### config.mk
export PLATFORM = sky130hd
export DESIGN_NAME = spp_front
export DESIGN_NICKNAME = d
export VERILOG_FILES = /design/src/spp_pkg.sv /design/src/spp_front.sv
export SDC_FILE = /design/constraint.sdc
export NUM_CORES = 1
export LEC_CHECK = 0
export BUFFER_PORTS_ARGS = -buffer_cell sky130_fd_sc_hd__buf_2
export CELL_PAD_IN_SITES_DETAIL_PLACEMENT = 1
export CELL_PAD_IN_SITES_GLOBAL_PLACEMENT = 2
export CORE_AREA = 3 3 518 520
export DETAILED_ROUTE_END_ITERATION = 16
export DIE_AREA = 0 0 521 523
export PLACE_DENSITY = 0.48
export SLEW_MARGIN = 10
export SYNTH_ARGS = -nofsm -noshare
export SYNTH_HDL_FRONTEND = slang
export SYNTH_SLANG_ARGS = --single-unit
### constraint.sdc
create_clock -name i_clk -period 39.9 [get_ports i_clk]
set_input_delay 7.98 -clock i_clk [delete_from_list [all_inputs] [get_ports i_clk]]
set_output_delay 7.98 -clock i_clk [all_outputs]
set_load 0.005 [all_outputs]
### src/spp_pkg.sv
`default_nettype none
package spp_pkg;
    localparam int MaxJoints = 64;
    localparam int FracBits = 16;
    localparam int JointW = 6;
    localparam int StoreAw = $clog2(MaxJoints) + 4;

    typedef logic signed [31:0] t_word;

    typedef struct packed {
        logic [JointW-1:0] joint;
        logic [JointW-1:0] parent;
        t_word [3:0] loc;
        t_word [3:0] off;
    } t_row;

    typedef struct packed {
        logic [JointW-1:0] joint;
        logic [1:0] row;
        t_word [3:0] pal;
    } t_res;

    function automatic logic signed [49:0] qmul(t_word a, t_word b);
        logic signed [63:0] p;
        p = a * b;
        return 50'(p >>> FracBits);
    endfunction

    function automatic t_word sat32(logic signed [51:0] v);
        if (v > 52'sd2147483647) begin
            return 32'sh7fffffff;
        end else if (v < -52'sd2147483648) begin
            return 32'sh80000000;
        end
        return v[31:0];
    endfunction
endpackage
`default_nettype wire

### src/spp_front.sv
`default_nettype none
module spp_front (
    input  wire logic         i_clk,
    input  wire logic         i_rst_n,
    input  wire logic         i_push,
    output logic              o_full,
    input  wire spp_pkg::t_row i_row,
    input  wire logic [1:0]   i_row_number,
    output logic              o_job_valid,
    input  wire logic         i_job_ready,
    output spp_pkg::t_row [3:0] o_job
);
    import spp_pkg::*;

    t_row [3:0] r_rows;
    t_row [3:0] r_job;
    logic r_valid;
    logic take;

    assign take = i_push && !o_full;
    assign o_full = r_valid && !i_job_ready;
    assign o_job_valid = r_valid;
    assign o_job = r_job;

    always_ff @(posedge i_clk) begin
        if (take) begin
            r_rows[i_row_number] <= i_row;
            if (i_row_number == 2'd3) begin
                r_job <= {i_row, r_rows[2], r_rows[1], r_rows[0]};
            end
        end
        if (!i_rst_n) begin
            r_valid <= 1'b0;
        end else if (take && i_row_number == 2'd3) begin
            r_valid <= 1'b1;
        end else if (i_job_ready) begin
            r_valid <= 1'b0;
        end
    end
endmodule
`default_nettype wire

# ---- Word level (Yosys, flattened, before mapping)
# Cells that the tools add are included.
dict set report totals {
  register_bits 2145
}
dict set report classes {
  n_lt_le_gt_ge 2
  eq_ne 1
  muxes 5
  reduce_logical 8
}
# cell n
set op_table {}
lappend op_table {{bitwise mux 1072 bit} 1}
lappend op_table {{demux 268 bit (select 2 bit)} 1}
lappend op_table {{two-way mux 268 bit} 1}
lappend op_table {{logical AND 1 bit} 4}
lappend op_table {{< comparator 2 x 3 -> 1 bit, second input constant} 1}
lappend op_table {{== test 2 bit, second input constant} 1}
lappend op_table {{>= comparator 2 x 1 -> 1 bit, second input constant} 1}
lappend op_table {{zero test 1 bit} 2}
lappend op_table {{two-way mux 1 bit} 2}
lappend op_table {{AND reduction 2 bit} 1}
lappend op_table {{nonzero test 2 bit} 1}

# ---- Depth between registers and ports, before layout
dict set report logic_depth {
  ltp_word 6
  mapped_depth 2
}

# ---- Least setup slack after synthesis
# No wires, ideal clock.
dict set report synth_timing {
  kind {input to register}
  startpoint {in i_job_ready}
  endpoint {reg r_rows[0] (netlist name) (enable)}
  t_arrival_ns 35.049
  slack_ns 3.211
  cell_stages 2
  n_path_buf 0
  cell_sequence {nor2b_4 nor4b_1}
}
dict set report synth_via {
  elab_chain_len 4
}
# element line_no
set synth_lines {}
lappend synth_lines {{from (decl)} spp_front.sv:10} ;# input wire logic i_job_ready,
lappend synth_lines {{zero test 1 bit} spp_front.sv:21} ;# assign o_full = r_valid && !i_job_ready;
lappend synth_lines {{logical AND 1 bit} spp_front.sv:21}
lappend synth_lines {{zero test 1 bit} spp_front.sv:20} ;# assign take = i_push && !o_full;
lappend synth_lines {{logical AND 1 bit} spp_front.sv:20}
lappend synth_lines {{to (signal, indexed assignment)} spp_front.sv:27} ;# r_rows[i_row_number] <= i_row;
lappend synth_lines {{to (decl)} spp_front.sv:15} ;# t_row [3:0] r_rows;
# Every way passes these cells.
# A chain may end at the register's enable or synchronous reset.

# ---- Worst setup path in the final report
dict set report layout_timing {
  startpoint {in i_job_ready}
  endpoint {out o_full}
}
dict set report layout_via {
  elab_chain_len 2
}
# element line_no
set layout_lines {}
lappend layout_lines {{zero test 1 bit} spp_front.sv:21}
lappend layout_lines {{logical AND 1 bit} spp_front.sv:21}
lappend layout_lines {{to (decl)} spp_front.sv:6} ;# output logic o_full,
# Every way passes these cells.

==> impl_metrics.py <==
metrics = {
    "sta": {
        "fmax_ghz": 0.0611,
        "maxSlewViolCount": 0,
        "hold_violations": 0,
        "setup-tns-final_ns": 0,
        "period_needed_ns": 16.38,
        "slew-limit-headroom": 0.261,
        "rsz0062_at_grt": "false",
        "skew_ns": 0.0721,
        "worstMarginPinSlew_ns": 1.11,
        "final-setup-viol-count": 0,
        "finalCritPeriodShare": 0.410,
    },
    "detailed_routing": {
        "viasPerCell": 3.60,
        "num_vias": 25700,
        "drtPass1Iterations": 5,
        "drt_iter0_markers": 2046,
        "routed_wl_um": 172000,
        "drc_errors": 0,
        "wire_per_inst_um": 24.1,
        "final_antenna_net_count": 0,
    },
    "placed_design": {
        "place_congestion": 0.781,
        "io_buffers": 1347,
        "dp_hpwl_um": 123000,
    },
    "clock_tree": {
        "cts_root_buf": "clkbuf_16",
        "hold_buffers": 0,
        "cts_buffer_depth": 3,
        "clock_sinks": 1877,
        "clk_latency_ns": 0.82,
        "post_cts_resized": 0,
        "cts_buffers": 198,
        "post_cts_buffers": 0,
        "cts_tree": "yes",
        "clkTransAtPathRegs_ns": 0.06,
        "h-tree-depth": 4,
    },
    "worst_setup_path": {
        "crit_arrival_ns": 8.40,
        "worstPathRequired_ns": 31.92,
        "critical_path_class": "input pin to output port",
        "cp_max_fo": 6,
        "start_kind": "input pin",
        "critPathCaptureType": "output port",
        "rrSetupSlack_ns": 34.23,
    },
    "layout": {
        "fin_nets": 3732,
        "syn_to_final_growth_pct": 31.5,
        "drive_above_1_share": 0.453,
    },
    "floorplan": {
        "die_h_um": 523,
        "ios": 1348,
        "core_area_um2": 265000,
        "dieArea_um2": 272000,
        "start_util": 0.213,
        "rows": 189,
        "die_x_um": 521,
    },
    "job": {
        "maxCapViolations": 0,
    },
    "power_and_ir_drop": {
        "peakVddDrop_mv": 0.0373,
        "power.leakage_uw": 0.0257,
        "power_uw": 4150,
        "power_density_nw_per_um2": 55.9,
    },
    "grt": {
        "grt_max_degree": 171,
        "grt_overflow": 0,
        "grt_pass1_wl_um": 227000,
        "antenna_found_initial": 43,
        "grt_use_total": 0.120,
        "first_global_vias": 26700,
    },
    "yosys": {
        "synth_area_um2": 56400,
        "synthCells": 1884,
        "yosysWarnings": 0,
        "synth.avg_cell_area_um2": 30.0,
        "synthArstFlopShare": 0,
        "synth_nets": 2158,
        "synth_edf_count": 1876,
        "synth_area_leaders": "edfxtp_1, and4bb_2, dfxtp_1",
        "ys_types": 8,
        "synthFlopType": "edfxtp_1",
        "synth_commonest_cells": "edfxtp_1, and4bb_2",
        "synth_top_area_frac": 0.998,
        "synth_most_common_cell": "edfxtp_1",
        "ys_ff_latch": 1877,
        "yosysSeqAreaShare": 0.999,
        "synth_top_cell_by_area": "edfxtp_1",
    },
    "worst_hold_path": {
        "hold_class": "register to register",
    },
    "outcome": {
        "outcome": "finished clean",
    },
}
## path summary, 6_finish.rpt
check                    endpoint  cells after the start                      from
max                        o_full                      3               i_job_ready
min          o_job[102]$_DFFE_PP_                      0     r_rows[102]$_DFFE_PP_
max reg2reg  o_job[140]$_DFFE_PP_                      7  o_job_valid$_SDFFE_PN0P_
min reg2reg  o_job[102]$_DFFE_PP_                      0     r_rows[102]$_DFFE_PP_
## state kept, by name, indices dropped and copies added (netlist names)
signal       flops
o_job         1072
o_job_valid      1
r_rows         804
## power by group
group / leakage, uW / switching, uW / internal [uW]
Sequential: 0.0172 / 12.9 / 2230
Combinational: 0.00549 / 88.9 / 28.8
Clock: 0.00303 / 761 / 1030
Total: 0.0257 / 863 / 3290
## cells by family after synthesis
kind of cell     Yosys count  synth area share
AO/OA/AOI/OAI              1          0.000133
flip-flops              1877             0.999
AND/OR/NAND/NOR            6           0.00115
## cell usage in the layout, fill, tap and decap left out, drive strengths merged
cell type  Yosys  layout
nor4b          1       1
clkinvlp       0       4
edfxtp      1876    1876
and3           1       1
clkinv         0      78
inv            0       4
buf            0    1374
dfxtp          1       1
nor2b          1       1
bufinv         0      17
diode          0       7
o21a           1       1
and4b          1       1
clkbuf         0     249
and4bb         2       2
## layer usage
metal,GRT usage,vias up,share of wire
li1,-,10900,-
met1,0.139,13300,0.38
met2,0.194,1221,0.47
met3,0.0632,252,0.12
met4,0.0349,10,0.025
met5,0,-,0.00040
## critical path, stage by stage
cell,delay (ns)
buf_2,0.11
nor2b_4,0.16
buf_2,0.14
## metrics by stage
step | utilization | cells | instance area [um^2] | worst slack [ns] | hold WS [ns]
2_1_floorplan | - | 1884 | 56400 | 3.21 | 0.400
3_3_place_gp | 0.256 | 6791 | 67900 | 23.52 | 0.400
3_5_place_dp | 0.256 | 6791 | 67900 | 23.52 | 0.405
4_1_cts | 0.280 | 7143 | 74200 | 23.52 | 0.372
5_1_grt | 0.280 | 7146 | 74200 | 23.49 | 0.382
6_report | 0.280 | 7150 | 74200 | 23.52 | 0.373
## cell type report
cell class	count	area, um^2
fill	27400	190000
tap	3533	4420
clock inverter	103	1120
antenna	7	17.5
clock buffer	249	5170
sequential	1877	56400
timing repair buffer	1374	7010
multi-input combinational	7	88.8
Power figures use the tool's default switching activity.
